**src/hw/rtl/sek_pkg.sv**
```systemverilog
// shared types and codes for the stack edit engine
// used by sek_engine and stack_edit_engine_top; depends on nothing else
package sek_pkg;

  localparam int DEFAULT_STACK_DEPTH = 64;

  localparam int KIND_W   = 3;
  localparam int KEY_W    = 32;
  localparam int POS_W    = 8;
  localparam int STATUS_W = 2;
  localparam int COUNT_W  = 7;

  // request kinds
  localparam logic [KIND_W-1:0] KIND_PUSH   = 3'd0;
  localparam logic [KIND_W-1:0] KIND_SEARCH = 3'd1;
  localparam logic [KIND_W-1:0] KIND_INSERT = 3'd2;
  localparam logic [KIND_W-1:0] KIND_DELETE = 3'd3;
  localparam logic [KIND_W-1:0] KIND_SWAP   = 3'd4;

  // status codes
  localparam logic [STATUS_W-1:0] ST_OK        = 2'd0;
  localparam logic [STATUS_W-1:0] ST_FULL      = 2'd1;
  localparam logic [STATUS_W-1:0] ST_NOT_FOUND = 2'd2;
  localparam logic [STATUS_W-1:0] ST_BAD_POS   = 2'd3;

  typedef struct packed {
    logic [KIND_W-1:0]       kind;
    logic signed [KEY_W-1:0] key;
    logic [POS_W-1:0]        position;
    logic [POS_W-1:0]        other_position;
  } req_t;

  typedef struct packed {
    logic                found;
    logic [STATUS_W-1:0] status;
    logic [COUNT_W-1:0]  count;
  } res_t;

  // top to engine
  typedef struct packed {
    logic start;
    logic res_ready;
  } sek_cmd_t;

  // engine to top
  typedef struct packed {
    logic idle;
    logic res_valid;
  } sek_sts_t;

endpackage

```
**src/hw/rtl/stack_edit_engine_top.sv**
```systemverilog
// top level of the stack edit engine: stream ports, result register, key ram
// depends on sek_pkg, sek_engine and sek_ram
//
//   channel  dir  handshake            payload
//   in_      in   in_tvalid/in_tready  in_tuser kind, in_tdata key/position/other_position
//   out_     out  out_tvalid/out_tready out_tdata found/status/count
//
// one request at a time; push and unused kinds finish at decode, swap reads both
// entries and writes them back, search scans the keys from the top down, insert
// and delete also shift keys, paced by the single read and single write port of the key ram.
// reset clears the entry count, not the keys; the key ram needs no clearing pass.
// a result waits in the output register while the next request is taken;
// the engine holds its next result until that register frees up.
module stack_edit_engine_top #(
  parameter int STACK_DEPTH = sek_pkg::DEFAULT_STACK_DEPTH
) (
  input  logic                       clk,
  input  logic                       rst_n,
  input  logic                       in_tvalid,
  output logic                       in_tready,
  input  logic [47:0]                in_tdata,   // key[31:0], position[39:32], other_position[47:40]
  input  logic [sek_pkg::KIND_W-1:0] in_tuser,   // kind[2:0]
  output logic                       out_tvalid,
  input  logic                       out_tready,
  output logic [15:0]                out_tdata   // found[0], status[2:1], count[9:3], zeros above
);
  import sek_pkg::*;

  localparam int AW = $clog2(STACK_DEPTH);

  sek_cmd_t cmd;
  sek_sts_t sts;
  req_t     req;
  res_t     res;

  logic             ram_we;
  logic [AW-1:0]    ram_waddr;
  logic [KEY_W-1:0] ram_wdata;
  logic [AW-1:0]    ram_raddr;
  logic [KEY_W-1:0] ram_rdata;

  logic out_tvalid_r, out_tvalid_nxt;
  res_t out_res_r, out_res_nxt;

  // unpack the input word
  always_comb begin
    req.kind           = in_tuser;
    req.key            = $signed(in_tdata[31:0]);
    req.position       = in_tdata[39:32];
    req.other_position = in_tdata[47:40];
  end

  // take a word only when the engine is free
  assign in_tready     = sts.idle;
  assign cmd.start     = in_tvalid & sts.idle;
  // the output register can load when empty or draining this cycle
  assign cmd.res_ready = ~out_tvalid_r | out_tready;

  always_comb begin
    out_tvalid_nxt = out_tvalid_r;
    out_res_nxt    = out_res_r;
    if (cmd.res_ready) begin
      out_tvalid_nxt = sts.res_valid;
      if (sts.res_valid) begin
        out_res_nxt = res;
      end
    end
  end

  always_ff @(posedge clk) begin
    if (!rst_n) begin
      out_tvalid_r <= 1'b0;
    end else begin
      out_tvalid_r <= out_tvalid_nxt;
    end
  end

  always_ff @(posedge clk) begin
    out_res_r <= out_res_nxt;
  end

  assign out_tvalid = out_tvalid_r;
  assign out_tdata  = {6'd0, out_res_r.count, out_res_r.status, out_res_r.found};

  sek_engine #(
    .STACK_DEPTH(STACK_DEPTH)
  ) u_engine (
    .clk       (clk),
    .rst_n     (rst_n),
    .cmd       (cmd),
    .req       (req),
    .sts       (sts),
    .res       (res),
    .ram_we    (ram_we),
    .ram_waddr (ram_waddr),
    .ram_wdata (ram_wdata),
    .ram_raddr (ram_raddr),
    .ram_rdata (ram_rdata)
  );

  // key store: ordinal i lives at index i-1
  sek_ram #(
    .WIDTH(KEY_W),
    .DEPTH(STACK_DEPTH)
  ) u_key_ram (
    .clk   (clk),
    .we    (ram_we),
    .waddr (ram_waddr),
    .wdata (ram_wdata),
    .raddr (ram_raddr),
    .rdata (ram_rdata)
  );

endmodule

```
**src/hw/rtl/sek_ram.sv**
```systemverilog
// generic single-port-write, single-port-read ram with registered read
// no dependencies
module sek_ram #(
  parameter int WIDTH = 32,
  parameter int DEPTH = 64
) (
  input  logic                     clk,
  input  logic                     we,
  input  logic [$clog2(DEPTH)-1:0] waddr,
  input  logic [WIDTH-1:0]         wdata,
  input  logic [$clog2(DEPTH)-1:0] raddr,
  output logic [WIDTH-1:0]         rdata
);

  logic [WIDTH-1:0] mem_r [DEPTH];
  logic [WIDTH-1:0] rdata_r;

  always_ff @(posedge clk) begin
    if (we) begin
      mem_r[waddr] <= wdata;
    end
    rdata_r <= mem_r[raddr];
  end

  assign rdata = rdata_r;

endmodule

```
**src/hw/rtl/sek_engine.sv**
```systemverilog
// sequencer for the stack edit engine: decodes a request, walks the key ram
// depends on sek_pkg; drives one sek_ram instance held by the top level
module sek_engine #(
  parameter int STACK_DEPTH = sek_pkg::DEFAULT_STACK_DEPTH
) (
  input  logic                           clk,
  input  logic                           rst_n,
  input  sek_pkg::sek_cmd_t              cmd,
  input  sek_pkg::req_t                  req,
  output sek_pkg::sek_sts_t              sts,
  output sek_pkg::res_t                  res,
  output logic                           ram_we,
  output logic [$clog2(STACK_DEPTH)-1:0] ram_waddr,
  output logic [sek_pkg::KEY_W-1:0]      ram_wdata,
  output logic [$clog2(STACK_DEPTH)-1:0] ram_raddr,
  input  logic [sek_pkg::KEY_W-1:0]      ram_rdata
);
  import sek_pkg::*;

  localparam int AW = $clog2(STACK_DEPTH);
  localparam int CW = $clog2(STACK_DEPTH + 1);
  localparam int PW = (CW > POS_W) ? CW : POS_W;

  typedef enum logic [3:0] {
    S_IDLE, S_DECODE, S_SCAN, S_DSHIFT, S_ISHIFT, S_ITOP,
    S_SWB, S_SWC, S_SWD, S_DONE
  } state_t;

  state_t              state_r, state_nxt;
  logic [CW-1:0]       count_r, count_nxt;
  logic                found_r, found_nxt;
  logic [STATUS_W-1:0] status_r, status_nxt;
  logic                end_r, end_nxt;
  logic                rd_vld_r, rd_vld_nxt;
  logic                rd_last_r, rd_last_nxt;
  req_t                req_r, req_nxt;
  logic [AW-1:0]       ptr_r, ptr_nxt;
  logic [AW-1:0]       rd_idx_r, rd_idx_nxt;
  logic [KEY_W-1:0]    hold_r, hold_nxt;

  logic [PW-1:0] count_e, pos_e, pos2_e;
  logic [AW-1:0] top_idx, count_idx, pos_idx, pos2_idx;
  logic          full, match, pos_ok, pos2_ok;

  always_comb begin
    count_e   = PW'(count_r);
    pos_e     = PW'(req_r.position);
    pos2_e    = PW'(req_r.other_position);
    top_idx   = AW'(count_r - CW'(1));
    count_idx = AW'(count_r);
    pos_idx   = AW'(pos_e - PW'(1));
    pos2_idx  = AW'(pos2_e - PW'(1));
    full      = (count_r >= CW'(STACK_DEPTH));
    match     = (ram_rdata == $unsigned(req_r.key));
    pos_ok    = (pos_e != '0) && (pos_e <= count_e);
    pos2_ok   = (pos2_e != '0) && (pos2_e <= count_e);
  end

  always_comb begin
    state_nxt   = state_r;
    count_nxt   = count_r;
    found_nxt   = found_r;
    status_nxt  = status_r;
    end_nxt     = end_r;
    rd_vld_nxt  = 1'b0;
    rd_last_nxt = 1'b0;
    rd_idx_nxt  = ptr_r;
    req_nxt     = req_r;
    ptr_nxt     = ptr_r;
    hold_nxt    = hold_r;
    ram_we      = 1'b0;
    ram_waddr   = ptr_r;
    ram_wdata   = ram_rdata;
    ram_raddr   = ptr_r;
    sts.idle      = 1'b0;
    sts.res_valid = 1'b0;

    unique case (state_r)
      S_IDLE: begin
        sts.idle = 1'b1;
        if (cmd.start) begin
          req_nxt    = req;
          found_nxt  = 1'b0;
          status_nxt = ST_OK;
          state_nxt  = S_DECODE;
        end
      end

      S_DECODE: begin
        ptr_nxt = top_idx;
        end_nxt = 1'b0;
        unique case (req_r.kind)
          KIND_PUSH: begin
            if (full) begin
              status_nxt = ST_FULL;
            end else begin
              ram_we    = 1'b1;
              ram_waddr = count_idx;
              ram_wdata = $unsigned(req_r.key);
              count_nxt = count_r + CW'(1);
            end
            state_nxt = S_DONE;
          end
          KIND_SEARCH, KIND_DELETE: begin
            if (count_r == '0) begin
              status_nxt = ST_NOT_FOUND;
              state_nxt  = S_DONE;
            end else begin
              state_nxt = S_SCAN;
            end
          end
          KIND_INSERT: begin
            if (pos_e == '0) begin
              status_nxt = ST_BAD_POS;
              state_nxt  = S_DONE;
            end else if (full) begin
              status_nxt = ST_FULL;
              state_nxt  = S_DONE;
            end else if (pos_e > count_e) begin
              // past the top: plain append
              ram_we    = 1'b1;
              ram_waddr = count_idx;
              ram_wdata = $unsigned(req_r.key);
              count_nxt = count_r + CW'(1);
              state_nxt = S_DONE;
            end else begin
              state_nxt = S_ISHIFT;
            end
          end
          KIND_SWAP: begin
            if (!pos_ok || !pos2_ok || (pos_e == pos2_e)) begin
              status_nxt = ST_BAD_POS;
              state_nxt  = S_DONE;
            end else begin
              ram_raddr = pos_idx;
              state_nxt = S_SWB;
            end
          end
          default: begin
            state_nxt = S_DONE;
          end
        endcase
      end

      // walk from the top down, one read a cycle, stop at the first match
      S_SCAN: begin
        if (rd_vld_r && match) begin
          found_nxt = 1'b1;
          if (req_r.kind == KIND_SEARCH) begin
            state_nxt = S_DONE;
          end else if (rd_idx_r == top_idx) begin
            count_nxt = count_r - CW'(1);
            state_nxt = S_DONE;
          end else begin
            ptr_nxt   = rd_idx_r + AW'(1);
            end_nxt   = 1'b0;
            state_nxt = S_DSHIFT;
          end
        end else if (rd_vld_r && rd_last_r) begin
          status_nxt = ST_NOT_FOUND;
          state_nxt  = S_DONE;
        end else if (!end_r) begin
          ram_raddr   = ptr_r;
          rd_vld_nxt  = 1'b1;
          rd_idx_nxt  = ptr_r;
          rd_last_nxt = (ptr_r == '0);
          end_nxt     = (ptr_r == '0);
          ptr_nxt     = ptr_r - AW'(1);
        end
      end

      // close the gap: read i, write i-1 in the cycle after
      S_DSHIFT: begin
        if (!end_r) begin
          ram_raddr   = ptr_r;
          rd_vld_nxt  = 1'b1;
          rd_idx_nxt  = ptr_r;
          rd_last_nxt = (ptr_r == top_idx);
          end_nxt     = (ptr_r == top_idx);
          ptr_nxt     = ptr_r + AW'(1);
        end
        if (rd_vld_r) begin
          ram_we    = 1'b1;
          ram_waddr = rd_idx_r - AW'(1);
          ram_wdata = ram_rdata;
          if (rd_last_r) begin
            count_nxt = count_r - CW'(1);
            state_nxt = S_DONE;
          end
        end
      end

      // open a gap: read j from the top down, write j+1 in the cycle after
      S_ISHIFT: begin
        if (!end_r) begin
          ram_raddr   = ptr_r;
          rd_vld_nxt  = 1'b1;
          rd_idx_nxt  = ptr_r;
          rd_last_nxt = (ptr_r == pos_idx);
          end_nxt     = (ptr_r == pos_idx);
          ptr_nxt     = ptr_r - AW'(1);
        end
        if (rd_vld_r) begin
          ram_we    = 1'b1;
          ram_waddr = rd_idx_r + AW'(1);
          ram_wdata = ram_rdata;
          if (rd_last_r) begin
            state_nxt = S_ITOP;
          end
        end
      end

      S_ITOP: begin
        ram_we    = 1'b1;
        ram_waddr = pos_idx;
        ram_wdata = $unsigned(req_r.key);
        count_nxt = count_r + CW'(1);
        state_nxt = S_DONE;
      end

      // first entry arrives, fetch the second
      S_SWB: begin
        hold_nxt  = ram_rdata;
        ram_raddr = pos2_idx;
        state_nxt = S_SWC;
      end

      S_SWC: begin
        ram_we    = 1'b1;
        ram_waddr = pos_idx;
        ram_wdata = ram_rdata;
        state_nxt = S_SWD;
      end

      S_SWD: begin
        ram_we    = 1'b1;
        ram_waddr = pos2_idx;
        ram_wdata = hold_r;
        state_nxt = S_DONE;
      end

      S_DONE: begin
        sts.res_valid = 1'b1;
        if (cmd.res_ready) begin
          state_nxt = S_IDLE;
        end
      end
    endcase
  end

  always_ff @(posedge clk) begin
    if (!rst_n) begin
      state_r   <= S_IDLE;
      count_r   <= '0;
      found_r   <= 1'b0;
      status_r  <= ST_OK;
      end_r     <= 1'b0;
      rd_vld_r  <= 1'b0;
      rd_last_r <= 1'b0;
    end else begin
      state_r   <= state_nxt;
      count_r   <= count_nxt;
      found_r   <= found_nxt;
      status_r  <= status_nxt;
      end_r     <= end_nxt;
      rd_vld_r  <= rd_vld_nxt;
      rd_last_r <= rd_last_nxt;
    end
  end

  always_ff @(posedge clk) begin
    req_r    <= req_nxt;
    ptr_r    <= ptr_nxt;
    rd_idx_r <= rd_idx_nxt;
    hold_r   <= hold_nxt;
  end

  assign res.found  = found_r;
  assign res.status = status_r;
  assign res.count  = COUNT_W'(count_r);

endmodule
```
**config.mk**
```make
export PLATFORM = sky130hd
export DESIGN_NAME = stack_edit_engine_top
export DESIGN_NICKNAME = d
export VERILOG_FILES = /design/src/hw/rtl/sek_pkg.sv /design/src/hw/rtl/stack_edit_engine_top.sv /design/src/hw/rtl/sek_ram.sv /design/src/hw/rtl/sek_engine.sv
export SDC_FILE = /design/constraint.sdc
export NUM_CORES = 2
export LEC_CHECK = 0
export BUFFER_PORTS_ARGS = -buffer_cell sky130_fd_sc_hd__buf_2
export CORE_UTILIZATION = 35
export CTS_CLUSTER_DIAMETER = 200
export CTS_CLUSTER_SIZE = 25
export DETAILED_ROUTE_END_ITERATION = 8
export GPL_ROUTABILITY_DRIVEN = 0
export HOLD_SLACK_MARGIN = 0.12
export PLACE_DENSITY = 0.57
export SYNTH_ARGS = -nofsm -noshare
export SYNTH_HDL_FRONTEND = slang
export SYNTH_SLANG_ARGS = --single-unit
```
**constraint.sdc**
```tcl
create_clock -name clk -period 6.2 [get_ports clk]
set_input_delay 1.24 -clock clk [delete_from_list [all_inputs] [get_ports clk]]
set_output_delay 1.24 -clock clk [all_outputs]
set_load 0.005 [all_outputs]
```
==> out/qor.csv <==
stage;metric;value;unit
run_status;status;finished, violations left;
run_status;violations;max-capacitance violations;
setup_path;r2r_start;u_engine.count_r[4];
setup_path;critPathMaxFanout;66;
min_path;hold_path_class;flop to flop;
sta;finalCritPeriodShare;93.6;%
min_path;min_from;u_engine.found_r;
sta;period_minus_slack;5.80;ns
clock_tree;clockBufferDepth;3;
floorplanning;io_pins;73;
clock_tree;cts_setup_buffers;0;
run;maxCapViolations;1;
finish;area.growth.synth_to_final;10.3;%
setup_path;end_kind;flop;
floorplanning;initial_core_util;35.3;%
pwr;powerDensity;291;mW/mm²
global_route;overflow;0;
clock_tree;holdBufCountCts;0;
clock_tree;cts.reportedPaths.clkPinSlew;0.11;ns
sta;finalClockSkew;0.0615;ns
synthesis;syn_inst;6308;
synthesis;synthArstFlopShare;0;%
pwr;leakage;33.1;nW
clock_tree;cts_buffers;98;
pwr;power;28.3;mW
pwr;vdd_ir_drop_max;0.274;mV
sta;grt_setup_unrepaired;no;
place;port_buffers;66;
clock_tree;root_buffer;clkbuf_16;
synthesis;netlist-cell-type-count;75;
sta;max_freq;172;MHz
global_route;track_usage;21.0;%
detailed_routing;drc_errors;0;
synthesis;synth_edf_count;2147;
finish;nets;6450;
setup_path;critical_path_required;6.96;ns
sta;finalSetupTns;0;ns
synthesis;yosys_warnings;0;
detailed_routing;routed_wl;273;mm
setup_path;critPathArrivalTime;6.56;ns
place;hpwl;163;mm
floorplanning;rows;183;
global_route;grt_first_pass_wirelength;385;mm
setup_path;critical_path_class;flop to flop;
finish;final_common_cell;edfxtp_1;
clock_tree;tritoncts;yes;
clock_tree;cts_max_level;3;
synthesis;syn-mean-instance-area;13.9;µm²
synthesis;yosys_register_bits;2203;
detailed_routing;drt-wirelength-per-cell;27.9;µm
sta;hold_violations;0;
synthesis;synth_area_leaders;edfxtp_1 (73%), nand2_1 (5.8%), a21oi_1 (3.0%), mux2i_1 (2.7%), a221oi_1 (1.8%);
clock_tree;cts.sinks;2203;
sta;setup_violations;0;
floorplanning;dieArea;0.253;mm²
setup_path;timing.critical_path.from;u_engine.count_r[4];
synthesis;syn_area;0.0879;mm²
synthesis;seq_area_frac_synth;74.6;%
detailed_routing;via_count;55300;
sta;max_slew.worst_pin.slew;1.50;ns
finish;final_cell_mix;edfxtp_1 (2147), nand2_1 (1363), a21oi_1 (527), nand3_1 (307), buf_4 (254);
detailed_routing;routed_via_density;5.66;
detailed_routing;ant_nets;0;
clock_tree;ctsResizeCount;0;
global_route;grt_max_degree;99;
detailed_routing;first_pass_iters;9;
synthesis;synth_top_area_share;73.3;%
setup_path;cp-start-kind;flop;
clock_tree;worstSkewPairLatency;0.82;ns
detailed_routing;drt_iter0_drc;7353;
global_route;antenna_found_initial;24;
global_route;grt_pass1_vias;52100;
sta;drv_slew;0;
floorplanning;die-width;503;µm
synthesis;yosysTopAreaCell;edfxtp_1;
finish;drive_gt1_share;9.46;%
floorplanning;core;0.249;mm²
synthesis;synth_flop_cell;edfxtp_1;
floorplanning;die_y;503;µm
sta;slew_headroom;0.0342;%
routing by layer:
metal	track usage (%)	wire, µm	up-vias
li1	-	-	24000
met1	28.7	111000	28400
met2	34.0	128000	2554
met3	3.17	23000	393
met4	7.60	10700	16
met5	0	100	-
stage by stage:
stage | setup slack [ns] | cell area, µm² | cells | util [%] | hold slack [ns]
global placement | 0.404 | 94100 | 9599 | 37.8 | 0.418
floorplan | 1.30 | 88000 | 6313 | - | 0.346
finish | 0.399 | 97000 | 9775 | 38.9 | 0.438
detailed placement | 0.516 | 94200 | 9600 | 37.8 | 0.420
global route | 0.252 | 97000 | 9770 | 38.9 | 0.470
CTS | 0.527 | 97000 | 9770 | 38.9 | 0.438
power by group:
| group | switching [mW] | internal (mW) |
|---|---|---|
| registers | 0.203 | 17.3 |
| logic | 2.47 | 0.651 |
| clock network | 4.63 | 3.06 |
worst max-delay path: stages, from the launching register on:
cell and delay, ns:
dfxtp_1 0.41, clkinv_1 0.26, ha_1 0.37, nand4b_1 0.17, or2_1 0.27, a21o_1 0.20, or3_1 0.39, o21ai_1 0.31
o211a_4 0.93, buf_12 0.38, buf_4 0.30, a21oi_1 0.10, a22oi_1 0.26, a21oi_1 0.14, o22ai_1 0.96, or4_1 0.23
kinds of logic after synthesis:
group	share of synthesized area (%)
compound gates	9.27
xor+xnor	0.916
fa+ha+maj	0.356
buf+inv	2.45
flops	74.6
mux	2.72
other cells	0.00426
simple gates	9.70
layout make-up:
type                    instances  area (µm²)
fillers                     23300      152000
flip-flops and latches       2203       65600
multi-input cells            3638       20800
well taps                    3330        4170
repair buffers                376        3350
clock buffers                 163        2720
inverters                      53         200
clock inverters                 7         141
diodes                          5        12.5
registers in the layout, indices dropped and copies added, names as in the netlist, 2 cells and up:
name and count:
u_engine.pos_e 8, u_engine.count_r 7, out_tdata 10, u_engine.status_r 2
u_key_ram.mem_r 2048, u_engine.state_r 4, u_engine.rd_idx_r 6, u_engine.hold_r 32
u_key_ram.rdata 32, u_engine.ptr_r 6, u_engine.req_r 35, u_engine.pos2_e 8
final timing paths:
path                                       endpoint  slack [ns]  cells past startpoint
worst min-delay path                   out_tdata[0]        0.44                      0
worst max register to register  u_key_ram.rdata[26]        0.40                     15
worst min register to register         out_tdata[0]        0.44                      0
worst max-delay path            u_key_ram.rdata[26]        0.40                     15
cell usage after synthesis (32+ instances only):
| master | n |
|---|---|
| a221oi_1 | 179 |
| a222oi_1 | 33 |
| xnor2_1 | 32 |
| o22ai_1 | 88 |
| buf_1 | 47 |
| a21oi_1 | 527 |
| o21ai_0 | 35 |
| buf_2 | 169 |
| a31oi_1 | 154 |
| inv_1 | 52 |
| and3_1 | 66 |
| dfxtp_1 | 56 |
| edfxtp_1 | 2147 |
| nor2_1 | 136 |
| nand3_1 | 307 |
| xor2_1 | 60 |
| clkbuf_1 | 159 |
| mux2i_1 | 239 |
| a22oi_1 | 44 |
| buf_4 | 42 |
| nand2_1 | 1363 |
| a32oi_1 | 35 |
Power figures use the tool's default switching activity.
